`config.mk`:
```
export PLATFORM = sky130hd
export DESIGN_NAME = dns_ttl_cache_table_flat
export DESIGN_NICKNAME = d
export VERILOG_FILES = /design/src/dtc_pkg.sv /design/src/dtc_req_if.sv /design/src/dtc_rsp_if.sv /design/src/dtc_match_unit.sv /design/src/dtc_entry_mem.sv /design/src/dtc_cfg_regs.sv /design/src/dtc_ctrl.sv /design/src/dns_ttl_cache_table.sv /design/src/flat_wrapper.sv
export VERILOG_INCLUDE_DIRS = /design/src /design/src/src
export SDC_FILE = /design/constraint.sdc
export NUM_CORES = 2
export LEC_CHECK = 0
export BUFFER_PORTS_ARGS = -buffer_cell sky130_fd_sc_hd__buf_2
export CORE_ASPECT_RATIO = 0.75
export CORE_MARGIN = 4
export CORE_UTILIZATION = 56
export DETAILED_ROUTE_END_ITERATION = 10
export PLACE_DENSITY = 0.85
export SLEW_MARGIN = 20
export SYNTH_ARGS = -nofsm -noshare
export SYNTH_HDL_FRONTEND = slang
export SYNTH_SLANG_ARGS = --single-unit
```
`constraint.sdc`:
```
create_clock -name clk -period 10.3 [get_ports clk]
set_clock_uncertainty 0.05 [all_clocks]
set_input_delay 1.03 -clock clk [delete_from_list [all_inputs] [get_ports clk]]
set_output_delay 1.03 -clock clk [all_outputs]
set_load 0.1 [all_outputs]
```
`src/dns_ttl_cache_table_macros.svh`:
```
// assertion macros for the dns ttl cache table
`ifndef DNS_TTL_CACHE_TABLE_MACROS_SVH
`define DNS_TTL_CACHE_TABLE_MACROS_SVH
`ifndef SYNTHESIS
`define DTC_ASSERT(label, prop, msg) \
    label: assert property (@(posedge clk) disable iff (!rst_n) prop) else $error(msg);
`define DTC_ASSERT_NEXT(label, pre, post, msg) \
    label: assert property (@(posedge clk) disable iff (!rst_n) pre |=> post) else $error(msg);
`else
`define DTC_ASSERT(label, prop, msg)
`define DTC_ASSERT_NEXT(label, pre, post, msg)
`endif
`endif

```
`src/dtc_pkg.sv`:
```
// shared types and constants of the dns ttl cache table
`timescale 1ns / 1ps
package dtc_pkg;
    localparam int ENTRIES    = 16;
    localparam int SLOT_W     = (ENTRIES > 1) ? $clog2(ENTRIES) : 1;
    localparam int CNT_W      = $clog2(ENTRIES + 1);

    localparam int FUNC_W     = 2;
    localparam int KEY_W      = 64;
    localparam int QTYPE_W    = 16;
    localparam int TIME_W     = 32;
    localparam int TTL_W      = 32;
    localparam int LEN_W      = 16;
    localparam int RCODE_W    = 4;
    localparam int MAX_TTL_W  = 23;
    localparam int MS_W       = 10;
    localparam int PROD_W     = MAX_TTL_W + MS_W;
    localparam int OUT_SLOT_W = 4;
    localparam int OUT_CNT_W  = 5;

    localparam int APB_ADDR_W = 4;
    localparam int APB_DATA_W = 32;
    localparam int REG_IDX_W  = 2;

    localparam logic [REG_IDX_W-1:0] REG_MAX_TTL = 2'd0;
    localparam logic [REG_IDX_W-1:0] REG_NEG_TTL = 2'd1;
    localparam logic [REG_IDX_W-1:0] REG_MAX_LEN = 2'd2;

    localparam logic [MAX_TTL_W-1:0] MAX_TTL_RESET = 23'd3600;
    localparam logic [TIME_W-1:0]    NEG_TTL_RESET = 32'd60000;
    localparam logic [LEN_W-1:0]     MAX_LEN_RESET = 16'd512;

    localparam logic [RCODE_W-1:0] RCODE_SERVFAIL = 4'd2;
    localparam logic [LEN_W-1:0]   RCODE_MIN_LEN  = 16'd4;
    localparam logic [MS_W-1:0]    MS_PER_SEC     = 10'd1000;

    typedef enum logic [FUNC_W-1:0] {
        FUNC_LOOKUP     = 2'd0,
        FUNC_INSERT     = 2'd1,
        FUNC_INSERT_NEG = 2'd2,
        FUNC_FLUSH      = 2'd3
    } func_t;

    typedef enum logic [2:0] {
        ST_IDLE,
        ST_LOOK,
        ST_MUL,
        ST_WRITE,
        ST_DONE
    } state_t;

    typedef struct packed {
        logic [MAX_TTL_W-1:0] max_ttl_secs;
        logic [TIME_W-1:0]    neg_ttl_ms;
        logic [LEN_W-1:0]     max_response_len;
    } cfg_t;

    typedef struct packed {
        logic [KEY_W-1:0]   key;
        logic [QTYPE_W-1:0] qtype;
        logic [TIME_W-1:0]  expiry;
        logic [LEN_W-1:0]   len;
    } entry_t;
endpackage

```
`src/dtc_req_if.sv`:
```
// request channel of the dns ttl cache table
`timescale 1ns / 1ps
interface dtc_req_if;
    logic                                valid;
    logic                                ready;
    logic [dtc_pkg::FUNC_W-1:0]          func;
    logic [dtc_pkg::KEY_W-1:0]           name_key;
    logic [dtc_pkg::QTYPE_W-1:0]         query_type;
    logic [dtc_pkg::TIME_W-1:0]          now_ms;
    logic [dtc_pkg::TTL_W-1:0]           ttl_secs;
    logic [dtc_pkg::LEN_W-1:0]           response_len;
    logic [dtc_pkg::RCODE_W-1:0]         response_rcode;

    modport source (
        output valid, func, name_key, query_type, now_ms, ttl_secs, response_len,
               response_rcode,
        input  ready
    );
    modport sink (
        input  valid, func, name_key, query_type, now_ms, ttl_secs, response_len,
               response_rcode,
        output ready
    );
endinterface

```
`src/dtc_rsp_if.sv`:
```
// result channel of the dns ttl cache table
`timescale 1ns / 1ps
interface dtc_rsp_if;
    logic                              valid;
    logic                              ready;
    logic                              hit;
    logic [dtc_pkg::OUT_SLOT_W-1:0]    slot;
    logic [dtc_pkg::LEN_W-1:0]         stored_len;
    logic                              accepted;
    logic [dtc_pkg::OUT_CNT_W-1:0]     valid_count;

    modport source (
        output valid, hit, slot, stored_len, accepted, valid_count,
        input  ready
    );
    modport sink (
        input  valid, hit, slot, stored_len, accepted, valid_count,
        output ready
    );
endinterface

```
`src/dtc_match_unit.sv`:
```
// shared entry compare unit: digest, query type and expiry check
`timescale 1ns / 1ps
module dtc_match_unit (
    input  dtc_pkg::entry_t                entry,
    input  logic                           entry_valid,
    input  logic [dtc_pkg::KEY_W-1:0]      key,
    input  logic [dtc_pkg::QTYPE_W-1:0]    qtype,
    input  logic [dtc_pkg::TIME_W-1:0]     now,
    output logic                           match
);
    logic key_eq;
    logic qtype_eq;
    logic live;

    assign key_eq   = (entry.key == key);
    assign qtype_eq = (entry.qtype == qtype);
    // plain unsigned compare, wrapped expiries read as expired
    assign live     = (now < entry.expiry);
    assign match    = entry_valid && key_eq && qtype_eq && live;
endmodule

```
`src/dtc_entry_mem.sv`:
```
// entry memory: one write port, one registered read port
`timescale 1ns / 1ps
module dtc_entry_mem (
    input  logic                          clk,
    input  logic                          we,
    input  logic [dtc_pkg::SLOT_W-1:0]    waddr,
    input  dtc_pkg::entry_t               wdata,
    input  logic                          re,
    input  logic [dtc_pkg::SLOT_W-1:0]    raddr,
    output dtc_pkg::entry_t               rdata
);
    dtc_pkg::entry_t mem [dtc_pkg::ENTRIES];
    dtc_pkg::entry_t rdata_reg;

    always_ff @(posedge clk)
    begin
        if (we)
        begin
            mem[waddr] <= wdata;
        end
        if (re)
        begin
            rdata_reg <= mem[raddr];
        end
    end

    assign rdata = rdata_reg;
endmodule

```
`src/dtc_cfg_regs.sv`:
```
// apb configuration registers
`timescale 1ns / 1ps
module dtc_cfg_regs (
    input  logic                              clk,
    input  logic                              rst_n,
    input  logic                              psel,
    input  logic                              penable,
    input  logic                              pwrite,
    input  logic [dtc_pkg::APB_ADDR_W-1:0]    paddr,
    input  logic [dtc_pkg::APB_DATA_W-1:0]    pwdata,
    output logic [dtc_pkg::APB_DATA_W-1:0]    prdata,
    output logic                              pready,
    output dtc_pkg::cfg_t                     cfg
);
    dtc_pkg::cfg_t                    cfg_reg;
    dtc_pkg::cfg_t                    cfg_next;
    logic                             wr_en;
    logic [dtc_pkg::REG_IDX_W-1:0]    reg_idx;

    assign pready  = 1'b1;
    assign wr_en   = psel && penable && pwrite;
    assign reg_idx = paddr[dtc_pkg::APB_ADDR_W-1:2];

    always_comb
    begin
        cfg_next = cfg_reg;
        if (wr_en)
        begin
            unique case (reg_idx)
                dtc_pkg::REG_MAX_TTL:
                    cfg_next.max_ttl_secs = pwdata[dtc_pkg::MAX_TTL_W-1:0];
                dtc_pkg::REG_NEG_TTL:
                    cfg_next.neg_ttl_ms = pwdata[dtc_pkg::TIME_W-1:0];
                dtc_pkg::REG_MAX_LEN:
                    cfg_next.max_response_len = pwdata[dtc_pkg::LEN_W-1:0];
                default:
                    cfg_next = cfg_reg;
            endcase
        end
    end

    always_comb
    begin
        unique case (reg_idx)
            dtc_pkg::REG_MAX_TTL:
                prdata = dtc_pkg::APB_DATA_W'(cfg_reg.max_ttl_secs);
            dtc_pkg::REG_NEG_TTL:
                prdata = dtc_pkg::APB_DATA_W'(cfg_reg.neg_ttl_ms);
            dtc_pkg::REG_MAX_LEN:
                prdata = dtc_pkg::APB_DATA_W'(cfg_reg.max_response_len);
            default:
                prdata = '0;
        endcase
    end

    always_ff @(posedge clk or negedge rst_n)
    begin
        if (!rst_n)
        begin
            cfg_reg.max_ttl_secs     <= dtc_pkg::MAX_TTL_RESET;
            cfg_reg.neg_ttl_ms       <= dtc_pkg::NEG_TTL_RESET;
            cfg_reg.max_response_len <= dtc_pkg::MAX_LEN_RESET;
        end
        else
        begin
            cfg_reg <= cfg_next;
        end
    end

    assign cfg = cfg_reg;
endmodule

```
`src/dtc_ctrl.sv`:
```
// sequencer: entry walk, insert, flush and result register
`timescale 1ns / 1ps
`include "dns_ttl_cache_table_macros.svh"
module dtc_ctrl (
    input  logic             clk,
    input  logic             rst_n,
    input  dtc_pkg::cfg_t    cfg,
    dtc_req_if.sink          req,
    dtc_rsp_if.source        rsp
);
    dtc_pkg::state_t                  state_reg;
    dtc_pkg::state_t                  state_next;

    dtc_pkg::func_t                   func_reg;
    logic [dtc_pkg::KEY_W-1:0]        key_reg;
    logic [dtc_pkg::QTYPE_W-1:0]      qtype_reg;
    logic [dtc_pkg::TIME_W-1:0]       now_reg;
    logic [dtc_pkg::LEN_W-1:0]        len_reg;
    logic [dtc_pkg::MAX_TTL_W-1:0]    ttl_reg;
    logic [dtc_pkg::TIME_W-1:0]       addend_reg;

    logic [dtc_pkg::ENTRIES-1:0]      valid_reg;
    logic [dtc_pkg::CNT_W-1:0]        count_reg;
    logic [dtc_pkg::SLOT_W-1:0]       next_slot_reg;
    logic [dtc_pkg::SLOT_W-1:0]       idx_reg;
    logic [dtc_pkg::SLOT_W-1:0]       cmp_idx_reg;
    logic                             cmp_live_reg;

    logic                             res_hit_reg;
    logic [dtc_pkg::SLOT_W-1:0]       res_slot_reg;
    logic [dtc_pkg::LEN_W-1:0]        res_len_reg;
    logic                             res_acc_reg;

    logic                             out_valid_reg;
    logic                             out_hit_reg;
    logic [dtc_pkg::SLOT_W-1:0]       out_slot_reg;
    logic [dtc_pkg::LEN_W-1:0]        out_len_reg;
    logic                             out_acc_reg;
    logic [dtc_pkg::CNT_W-1:0]        out_cnt_reg;

    dtc_pkg::func_t                   in_func;
    logic                             in_fire;
    logic                             ins_ok;
    logic [dtc_pkg::MAX_TTL_W-1:0]    ttl_clamped;
    logic [dtc_pkg::PROD_W-1:0]       ttl_prod;

    logic                             req_ready;
    logic                             look_en;
    logic                             mem_we;
    logic                             out_load;
    logic                             out_free;

    dtc_pkg::entry_t                  rd_entry;
    dtc_pkg::entry_t                  wr_entry;
    logic                             cmp_match;
    logic                             hit_now;
    logic                             walk_end;
    logic                             look_done;

    assign in_func  = dtc_pkg::func_t'(req.func);
    assign in_fire  = req.valid && req_ready;
    assign out_free = !out_valid_reg || rsp.ready;

    assign ins_ok = (req.response_len != '0)
                 && (req.response_len <= cfg.max_response_len)
                 && !((req.response_len >= dtc_pkg::RCODE_MIN_LEN)
                      && (req.response_rcode == dtc_pkg::RCODE_SERVFAIL));

    assign ttl_clamped = ((req.ttl_secs == '0)
                         || (req.ttl_secs > dtc_pkg::TTL_W'(cfg.max_ttl_secs)))
                         ? cfg.max_ttl_secs : req.ttl_secs[dtc_pkg::MAX_TTL_W-1:0];

    assign ttl_prod = dtc_pkg::PROD_W'(ttl_reg) * dtc_pkg::PROD_W'(dtc_pkg::MS_PER_SEC);

    dtc_entry_mem u_mem (
        .clk   (clk),
        .we    (mem_we),
        .waddr (next_slot_reg),
        .wdata (wr_entry),
        .re    (look_en),
        .raddr (idx_reg),
        .rdata (rd_entry)
    );

    dtc_match_unit u_match (
        .entry       (rd_entry),
        .entry_valid (valid_reg[cmp_idx_reg]),
        .key         (key_reg),
        .qtype       (qtype_reg),
        .now         (now_reg),
        .match       (cmp_match)
    );

    assign hit_now   = cmp_live_reg && cmp_match;
    assign walk_end  = cmp_live_reg && (cmp_idx_reg == dtc_pkg::SLOT_W'(dtc_pkg::ENTRIES - 1));
    assign look_done = hit_now || walk_end;

    always_comb
    begin
        wr_entry.key    = key_reg;
        wr_entry.qtype  = qtype_reg;
        wr_entry.expiry = now_reg + addend_reg;
        wr_entry.len    = (func_reg == dtc_pkg::FUNC_INSERT_NEG) ? '0 : len_reg;
    end

    // next state
    always_comb
    begin
        state_next = state_reg;
        unique case (state_reg)
            dtc_pkg::ST_IDLE:
            begin
                if (in_fire)
                begin
                    unique case (in_func)
                        dtc_pkg::FUNC_LOOKUP:     state_next = dtc_pkg::ST_LOOK;
                        dtc_pkg::FUNC_INSERT:
                            state_next = ins_ok ? dtc_pkg::ST_MUL : dtc_pkg::ST_DONE;
                        dtc_pkg::FUNC_INSERT_NEG: state_next = dtc_pkg::ST_WRITE;
                        default:                  state_next = dtc_pkg::ST_DONE;
                    endcase
                end
            end
            dtc_pkg::ST_LOOK:
            begin
                if (look_done)
                begin
                    state_next = dtc_pkg::ST_DONE;
                end
            end
            dtc_pkg::ST_MUL:   state_next = dtc_pkg::ST_WRITE;
            dtc_pkg::ST_WRITE: state_next = dtc_pkg::ST_DONE;
            dtc_pkg::ST_DONE:
            begin
                if (out_free)
                begin
                    state_next = dtc_pkg::ST_IDLE;
                end
            end
            default:           state_next = dtc_pkg::ST_IDLE;
        endcase
    end

    // sequencer outputs
    always_comb
    begin
        req_ready = 1'b0;
        look_en   = 1'b0;
        mem_we    = 1'b0;
        out_load  = 1'b0;
        unique case (state_reg)
            dtc_pkg::ST_IDLE:  req_ready = 1'b1;
            dtc_pkg::ST_LOOK:  look_en   = !look_done;
            dtc_pkg::ST_MUL:   req_ready = 1'b0;
            dtc_pkg::ST_WRITE: mem_we    = 1'b1;
            dtc_pkg::ST_DONE:  out_load  = out_free;
            default:           req_ready = 1'b0;
        endcase
    end

    // item latch and working registers
    always_ff @(posedge clk)
    begin
        if (in_fire)
        begin
            func_reg   <= in_func;
            key_reg    <= req.name_key;
            qtype_reg  <= req.query_type;
            now_reg    <= req.now_ms;
            len_reg    <= req.response_len;
            ttl_reg    <= ttl_clamped;
            addend_reg <= cfg.neg_ttl_ms;
        end
        else if (state_reg == dtc_pkg::ST_MUL)
        begin
            addend_reg <= ttl_prod[dtc_pkg::TIME_W-1:0];
        end
        cmp_idx_reg <= idx_reg;
        if (hit_now)
        begin
            res_len_reg <= rd_entry.len;
        end
        if (out_load)
        begin
            out_hit_reg  <= res_hit_reg;
            out_slot_reg <= res_slot_reg;
            out_len_reg  <= res_hit_reg ? res_len_reg : '0;
            out_acc_reg  <= res_acc_reg;
            out_cnt_reg  <= count_reg;
        end
    end

    always_ff @(posedge clk or negedge rst_n)
    begin
        if (!rst_n)
        begin
            state_reg     <= dtc_pkg::ST_IDLE;
            valid_reg     <= '0;
            count_reg     <= '0;
            next_slot_reg <= '0;
            idx_reg       <= '0;
            cmp_live_reg  <= 1'b0;
            res_hit_reg   <= 1'b0;
            res_slot_reg  <= '0;
            res_acc_reg   <= 1'b0;
            out_valid_reg <= 1'b0;
        end
        else
        begin
            state_reg    <= state_next;
            cmp_live_reg <= look_en;
            if (in_fire)
            begin
                idx_reg      <= '0;
                res_hit_reg  <= 1'b0;
                res_slot_reg <= '0;
                res_acc_reg  <= 1'b0;
                if (in_func == dtc_pkg::FUNC_FLUSH)
                begin
                    valid_reg <= '0;
                    count_reg <= '0;
                end
            end
            if (look_en)
            begin
                idx_reg <= idx_reg + 1'b1;
            end
            if (hit_now)
            begin
                res_hit_reg  <= 1'b1;
                res_slot_reg <= cmp_idx_reg;
            end
            if (mem_we)
            begin
                valid_reg[next_slot_reg] <= 1'b1;
                if (!valid_reg[next_slot_reg])
                begin
                    count_reg <= count_reg + 1'b1;
                end
                res_acc_reg  <= 1'b1;
                res_slot_reg <= next_slot_reg;
                next_slot_reg <= (next_slot_reg == dtc_pkg::SLOT_W'(dtc_pkg::ENTRIES - 1))
                                 ? '0 : next_slot_reg + 1'b1;
            end
            if (out_load)
            begin
                out_valid_reg <= 1'b1;
            end
            else if (rsp.ready)
            begin
                out_valid_reg <= 1'b0;
            end
        end
    end

    assign req.ready       = req_ready;
    assign rsp.valid       = out_valid_reg;
    assign rsp.hit         = out_hit_reg;
    assign rsp.slot        = dtc_pkg::OUT_SLOT_W'(out_slot_reg);
    assign rsp.stored_len  = out_len_reg;
    assign rsp.accepted    = out_acc_reg;
    assign rsp.valid_count = dtc_pkg::OUT_CNT_W'(out_cnt_reg);

    `DTC_ASSERT(a_count_tracks_valid, count_reg == dtc_pkg::CNT_W'($countones(valid_reg)), "valid count out of step with valid bits")
    `DTC_ASSERT(a_hit_xor_write, !(out_valid_reg && out_hit_reg && out_acc_reg), "beat reports both a hit and a write")
    `DTC_ASSERT_NEXT(a_busy_after_accept, in_fire, !req_ready, "new beat taken while an item is in work")
    `DTC_ASSERT_NEXT(a_slot_advances, mem_we, next_slot_reg != $past(next_slot_reg), "round robin slot did not advance on write")
endmodule

```
`src/dns_ttl_cache_table.sv`:
```
// top level of the dns ttl cache table
// A table of ENTRIES cached name answers, each keyed by a 64-bit name digest and a
// query type and carrying an expiry in milliseconds. One request beat is taken at a
// time and gives exactly one result beat; the block is busy from acceptance until
// the result sits in its output register, which can still be waiting while the next
// request comes in. A lookup walks the entry memory one read per cycle through a
// single compare unit and stops at the first live match; an insert clamps the ttl at
// acceptance, multiplies it by 1000, writes and gives the result; a negative insert
// writes and gives the result; a refused insert or a flush goes straight to the
// result step, which waits while the previous result is still unaccepted.
// Registers sit on the apb port at byte addresses 0 (max ttl seconds), 4 (negative
// ttl milliseconds) and 8 (longest cacheable response); pready is always high.
`timescale 1ns / 1ps
module dns_ttl_cache_table (
    input  logic                              clk,
    input  logic                              rst_n,
    dtc_req_if.sink                           req,
    dtc_rsp_if.source                         rsp,
    input  logic                              psel,
    input  logic                              penable,
    input  logic                              pwrite,
    input  logic [dtc_pkg::APB_ADDR_W-1:0]    paddr,
    input  logic [dtc_pkg::APB_DATA_W-1:0]    pwdata,
    output logic [dtc_pkg::APB_DATA_W-1:0]    prdata,
    output logic                              pready
);
    dtc_pkg::cfg_t cfg;

    dtc_cfg_regs u_cfg (
        .clk     (clk),
        .rst_n   (rst_n),
        .psel    (psel),
        .penable (penable),
        .pwrite  (pwrite),
        .paddr   (paddr),
        .pwdata  (pwdata),
        .prdata  (prdata),
        .pready  (pready),
        .cfg     (cfg)
    );

    dtc_ctrl u_ctrl (
        .clk   (clk),
        .rst_n (rst_n),
        .cfg   (cfg),
        .req   (req),
        .rsp   (rsp)
    );
endmodule

```
`src/flat_wrapper.sv`:
```
// flat-port wrapper written by rule: the top's interface ports become plain ports
module dns_ttl_cache_table_flat 
  (clk, rst_n, psel, penable, pwrite, paddr, pwdata, prdata, pready, req_valid, req_func, req_name_key, req_query_type, req_now_ms, req_ttl_secs, req_response_len, req_response_rcode, req_ready, rsp_valid, rsp_hit, rsp_slot, rsp_stored_len, rsp_accepted, rsp_valid_count, rsp_ready);
  dtc_req_if req_i ();
  dtc_rsp_if rsp_i ();
  input  logic clk;
  input  logic rst_n;
  input  logic psel;
  input  logic penable;
  input  logic pwrite;
  input  logic [dtc_pkg::APB_ADDR_W-1:0] paddr;
  input  logic [dtc_pkg::APB_DATA_W-1:0] pwdata;
  output logic [dtc_pkg::APB_DATA_W-1:0] prdata;
  output logic pready;
  input wire logic [$bits(req_i.valid)-1:0] req_valid;
  input wire logic [$bits(req_i.func)-1:0] req_func;
  input wire logic [$bits(req_i.name_key)-1:0] req_name_key;
  input wire logic [$bits(req_i.query_type)-1:0] req_query_type;
  input wire logic [$bits(req_i.now_ms)-1:0] req_now_ms;
  input wire logic [$bits(req_i.ttl_secs)-1:0] req_ttl_secs;
  input wire logic [$bits(req_i.response_len)-1:0] req_response_len;
  input wire logic [$bits(req_i.response_rcode)-1:0] req_response_rcode;
  output wire logic [$bits(req_i.ready)-1:0] req_ready;
  output wire logic [$bits(rsp_i.valid)-1:0] rsp_valid;
  output wire logic [$bits(rsp_i.hit)-1:0] rsp_hit;
  output wire logic [$bits(rsp_i.slot)-1:0] rsp_slot;
  output wire logic [$bits(rsp_i.stored_len)-1:0] rsp_stored_len;
  output wire logic [$bits(rsp_i.accepted)-1:0] rsp_accepted;
  output wire logic [$bits(rsp_i.valid_count)-1:0] rsp_valid_count;
  input wire logic [$bits(rsp_i.ready)-1:0] rsp_ready;
  assign req_i.valid = req_valid;
  assign req_i.func = req_func;
  assign req_i.name_key = req_name_key;
  assign req_i.query_type = req_query_type;
  assign req_i.now_ms = req_now_ms;
  assign req_i.ttl_secs = req_ttl_secs;
  assign req_i.response_len = req_response_len;
  assign req_i.response_rcode = req_response_rcode;
  assign req_ready = req_i.ready;
  assign rsp_valid = rsp_i.valid;
  assign rsp_hit = rsp_i.hit;
  assign rsp_slot = rsp_i.slot;
  assign rsp_stored_len = rsp_i.stored_len;
  assign rsp_accepted = rsp_i.accepted;
  assign rsp_valid_count = rsp_i.valid_count;
  assign rsp_i.ready = rsp_ready;
  dns_ttl_cache_table u_core (.clk(clk), .rst_n(rst_n), .req(req_i), .rsp(rsp_i), .psel(psel), .penable(penable), .pwrite(pwrite), .paddr(paddr), .pwdata(pwdata), .prdata(prdata), .pready(pready));
endmodule
```
Word level (Yosys, flattened, before mapping) --
Memory sizes are Yosys's and may differ from the RTL's. A register that Yosys moved wholly into a read port is not among the register bits. Index checks and enable logic that the tools add are counted.
Word-level totals: register bits 343, bits in writable memories 2048, bits of input ports 209, output and inout bits 62, memories 1
Operators by class: $add $sub $neg 4, multiply operators 1, magnitude comparators 7, equality and inequality tests 18, muxes and demuxes 40, bitwise gates (word level) 1, reduce and logical (&&, ||, !) cells 33
Memories:
- u_core.u_ctrl.u_mem.mem | depth 16, width 128, rd ports 1, clocked after Yosys merged registers in 1, wr ports 1, line dtc_entry_mem.sv:12 | dtc_pkg::entry_t mem [dtc_pkg::ENTRIES];
Operators by type and width (number):
- $pmux W32 S3 | 1
- $eq A64 B64 Y1 | 1
- $mux W16 | 4
- $mux W32 | 2
- $add A32 B32 Y32 | 1
- $gt A32 B23 Y1 | 1
- $logic_not A32 Y1 | 1
- $lt A32 B32 Y1 | 1
- $mul A23 B7 Y29 const B | 1
- $mux W23 | 1
- $mux W4 | 5
- $mux W5 | 4
- $eq A16 B16 Y1 | 1
- $ge A16 B3 Y1 const B | 1
- $le A16 B16 Y1 | 1
- $or A16 B16 Y16 | 1
- $reduce_bool A16 Y1 | 1
- $pmux W3 S5 | 1
- $mux W1 | 14
- $logic_and A1 B1 Y1 | 12
- $mux W3 | 4
- $lt A4 B5 Y1 const B | 2
- $reduce_bool A2 Y1 | 5
- $pmux W3 S3 | 1
- other kinds (20) | 37

Logic depth before layout (Yosys ltp) --
depth in word-level cells 10, mapped depth 19, mapped depth without buffers 18

Hierarchy --
A second synthesis with hierarchy kept.
Unflattened totals: cell total of the unflattened synthesis 5159, area total of the unflattened synthesis 101872.7 um^2
By module, submodules not included:
- dtc_entry_mem | instances 1, cells each 3365, area each 80612.3 um^2, sequential area each 65342.7 um^2
- dtc_ctrl | instances 1, cells each 1318, area each 16314.4 um^2, sequential area each 7927.6 um^2
- dtc_cfg_regs | instances 1, cells each 236, area each 3233.1 um^2, sequential area each 1791.7 um^2
- dtc_match_unit | instances 1, cells each 240, area each 1712.9 um^2, sequential area each 0.0 um^2

Worst setup path after synthesis --
Ideal clock, no wire load.
kind reg-to-reg, start point register u_core.u_ctrl.state_reg[1], end point memory u_core.u_ctrl.u_mem.mem[3][0] (netlist bit) (enable), arrival 10.095 ns, required time 9.477 ns, setup slack -0.618 ns, cell stages (with the launch flop) 6, path buffers 1, cells stage by stage dfrtp_1 > clkbuf_1 > inv_1 > nor3b_1 > nand2_1 > nor3_1
On the way: word-level cells in the longest chain between the ends 4
Ends and longest elaborated chain:
- start, declared | line dtc_ctrl.sv:11 | dtc_pkg::state_t state_reg;
- start signal, assigned | line dtc_ctrl.sv:197 | state_reg <= dtc_pkg::ST_IDLE;
- start signal, assigned | line dtc_ctrl.sv:210 | state_reg <= state_next;
- $eq A3 B2 Y1 | line dtc_ctrl.sv:151 | unique case (state_reg)
- $mux W1 | line dtc_ctrl.sv:151
- $mux W1 | line dtc_entry_mem.sv:17 | if (we)
- $mux W1 (not written as such) | line dtc_entry_mem.sv:19 | mem[waddr] <= wdata;
- end, declared | line dtc_entry_mem.sv:12
Every way passes these cells.

Worst setup path in the final report --
start point register u_core.u_ctrl.ttl_reg[5] (netlist bit), end point register u_core.u_ctrl.addend_reg[31] (netlist bit) (data pin)
On the way: word-level cells in the longest chain between the ends 3
Ends and longest elaborated chain:
- start, declared | line dtc_ctrl.sv:19 | logic [dtc_pkg::MAX_TTL_W-1:0] ttl_reg;
- start signal, assigned | line dtc_ctrl.sv:171 | ttl_reg <= ttl_clamped;
- $mul A23 B7 Y29 | line dtc_ctrl.sv:73 | assign ttl_prod = dtc_pkg::PROD_W'(ttl_reg) * dtc_pkg::PROD_W'(dtc_pkg::MS_PER_SEC);
- $mux W32 | line dtc_ctrl.sv:174 | else if (state_reg == dtc_pkg::ST_MUL)
- $mux W32 | line dtc_ctrl.sv:164 | if (in_fire)
- end signal, assigned | line dtc_ctrl.sv:172 | addend_reg <= cfg.neg_ttl_ms;
- end signal, assigned | line dtc_ctrl.sv:176 | addend_reg <= ttl_prod[dtc_pkg::TIME_W-1:0];
- end, declared | line dtc_ctrl.sv:20 | logic [dtc_pkg::TIME_W-1:0] addend_reg;
Every way passes these cells. The select of a mux whose other input is x is not followed. A chain may end at the register's enable or synchronous reset.

==> results.yml <==
synth:
  synth_edf_count: 2404
  ys_seq_area_share_pct: 73.1
  ys_types: 65
  synthFlopType: "edfxtp_1"
  syn_nets: 6218
  yosys.area_share.simple_pct: 2.48
  syn_area_sq_um: 103000
  synthCells: 5756
  synth_compound_area_share_pct: 5.80
  synth_xor_area_share_pct: 1.02
  synth_adder_area_share_pct: 3.69
  synthMuxAreaShare_pct: 12.1
  yosys_register_bits: 2519
  yosys_warnings: 0
  synth-async-reset-ratio_pct: 4.41
  synth_top_family_by_area: "multiplexers"
  synth_area_per_cell_sq_um: 17.8
detailed_routing:
  drc: 0
  drt_iter0_drc: 8635
  first_pass_iters: 8
  wl_microns: 266000
  via_count: 57600
  ant_nets: 0
  wl_per_cell_microns: 30.8
  avgViaCountPerCell: 6.65
cts:
  cts.clk_slew.worst_paths_ns: 0.07
  ctsResizeCount: 0
  ctsHoldBuffers: 0
  cts.sinks: 2519
  cts_setup_buffers: 0
  clk_latency_ns: 0.87
  htree_levels: 4
  cts-buffers-inserted: 215
  tritoncts: "done"
  cts.root.buffer_cell: "clkbuf_16"
  clock_path_buffers: 3
critical_path:
  reg2reg_slack_ns: 4.65
  reg2reg_from: "u_core.u_ctrl.ttl_reg[5]"
  cp-end-kind: "flop"
  critPathRequiredTime_ns: 10.83
  worst_setup_path_start_kind: "flop"
  critPathMaxFanout: 4
  timing.rr.end: "u_core.u_ctrl.addend_reg[31]"
  critPathKind: "reg -> reg"
  arrival_ns: 6.18
  rr_worst_depth: 16
timing:
  rsz0062_at_grt: "no"
  finalHoldViolations: 0
  tightest_slew_ns: 1.24
  fin_crit_ns: 5.65
  slew-limit-headroom_pct: 17.5
  min_period_over_period_pct: 54.9
  max_freq_ghz: 0.177
  fin_tns_setup_ns: 0
  setup_viol: 0
  drv_slew: 0
  setup_ws_ns: 4.65
finish:
  drive_gt1_share_pct: 19.3
  largest_register_ffs: 2048
  area_growth_pct: 11.3
  n_fill_cell: 11600
  finalNetCount: 6530
die:
  fp.dieH_microns: 379
  initial_core_util_pct: 56.6
  rows: 135
  die_w_microns: 502
  io_pins: 271
  die-area_sq_um: 190000
  fp.coreArea_sq_um: 181000
global_route:
  grt_max_degree: 139
  grt_pass1_wl_microns: 385000
  grt_antenna_before_repair: 22
  grt_overflow: 0
  track_usage_pct: 27.7
  grt_pass1_vias: 58400
placement:
  gp_congestion: 0.923
  dpl_worst_slack_ns: 4.83
  hpwl_microns: 139000
  numPortBuffers: 267
run:
  max_cap_viol_count: 0
pwr:
  vdd_drop_max_mv: 0.448
  leakagePower_nw: 39.1
  power_density_nw_per_um2: 297
  power_w: 0.0339
hold_path:
  hp-class: "in -> async"
outcome:
  status: "complete, no violations"
per-stage QoR:
stage	hold slack (ns)	util, %	cells	cell area (sq um)
after floorplan	0.295	-	5756	103000
after global placement	0.355	58.9	8247	107000
after detailed placement	0.357	59.0	8247	107000
after CTS	0.0185	62.9	8642	114000
after global routing	0.0608	63.0	8651	114000
final	0.0591	63.0	8656	114000
layout by cell type, fill, tap and decap left out, drive strengths merged, types with 60 or more instances in the layout:
master	synthesis	final
a21o	60	60
a21oi	218	218
a221oi	129	129
a22oi	128	128
buf	72	352
clkbuf	185	261
clkinv	0	97
dfrtp	99	99
edfxtp	2404	2404
fa	83	83
ha	170	170
inv	229	235
mux2	201	201
mux2i	413	413
mux4	266	266
nand2	251	251
nor2	76	76
o21ai	341	341
xnor2	89	89
logic make-up (layout without fill, tap and decap cells):
logic type	after synthesis	in the layout
simple gates	542	542
buf+inv	486	976
mux	880	880
compound gates	956	956
fa+ha+maj	253	253
xor+xnor	119	119
other cells	1	14
flops	2519	2519
worst max-delay path: stages (launching register included):
cell	delay (ns)
edfxtp_1	0.42
inv_1	0.25
fa_1	0.50
fa_1	0.55
fa_1	0.44
fa_1	0.49
inv_1	0.04
ha_1	0.33
a21o_1	0.21
a21oi_1	0.15
o21bai_1	0.10
nor4_1	0.54
nor2_1	0.22
a31oi_1	0.56
a21oi_1	0.20
nor4b_1	0.28
a211oi_1	0.08
where the power goes:
group	internal (W)	total [W]	switching (W)
sequential	0.0134	0.0141	0.000694
combinational	0.00443	0.0116	0.00713
clock	0.00452	0.00824	0.00372
worst max path at each step:
| stage | from | end | slack (ns) | cells after the start |
|---|---|---|---|---|
| after floorplan | u_core.u_ctrl.state_reg[1] | u_core.u_ctrl.addend_reg[4] | 1.35 | 7 |
| after global placement | u_core.u_ctrl.ttl_reg[5] | u_core.u_ctrl.addend_reg[31] | 4.87 | 16 |
| after detailed placement | u_core.u_ctrl.ttl_reg[5] | u_core.u_ctrl.addend_reg[31] | 4.83 | 16 |
| after CTS | u_core.u_ctrl.ttl_reg[5] | u_core.u_ctrl.addend_reg[31] | 4.79 | 16 |
| after global routing | u_core.u_ctrl.ttl_reg[5] | u_core.u_ctrl.addend_reg[31] | 4.48 | 16 |
| final | u_core.u_ctrl.ttl_reg[5] | u_core.u_ctrl.addend_reg[31] | 4.65 | 16 |
final cells by class:
cell class | instances | area [sq um] | area share [%]
multi-input combinational | 2751 | 26100 | 22.8
clock inverter | 134 | 1350 | 1.18
clock buffer | 261 | 5740 | 5.02
tap | 2397 | 3000 | 2.62
timing repair buffer | 352 | 2110 | 1.85
antenna | 13 | 32.5 | 0.0285
inverter | 229 | 867 | 0.759
sequential | 2519 | 75100 | 65.7
cells in the mapped netlist (15+ instances only):
cell type / number / share of area [%]
nand4_1: 29 / 0.18
nor4_1: 25 / 0.15
fa_1: 83 / 1.6
mux2_2: 201 / 2.2
mux4_2: 266 / 5.8
buf_1: 56 / 0.20
nor2_1: 76 / 0.28
nand2_1: 251 / 0.92
nor2b_1: 15 / 0.091
o21ai_0: 338 / 1.6
nand3_1: 31 / 0.15
clkbuf_1: 185 / 0.68
a22oi_1: 128 / 0.94
a21oi_1: 218 / 1.1
and2_1: 45 / 0.27
ha_1: 170 / 2.1
a21o_1: 60 / 0.44
xor2_1: 30 / 0.26
nor3_1: 22 / 0.11
a221oi_1: 129 / 1.1
edfxtp_1: 2404 / 70
mux2i_1: 413 / 4.0
inv_1: 229 / 0.84
dfrtp_1: 99 / 2.4
xnor2_1: 89 / 0.76
routing by layer:
layer / GRT usage, % / vias up / part of all wire [%]
li1: - / 23400 / -
met1: 36.1 / 29100 / 35
met2: 44.3 / 4345 / 48
met3: 6.29 / 782 / 11
met4: 13.9 / 4 / 5.3
met5: 0 / - / 0.0098
No activity file was read; power rests on OpenSTA's default activity.
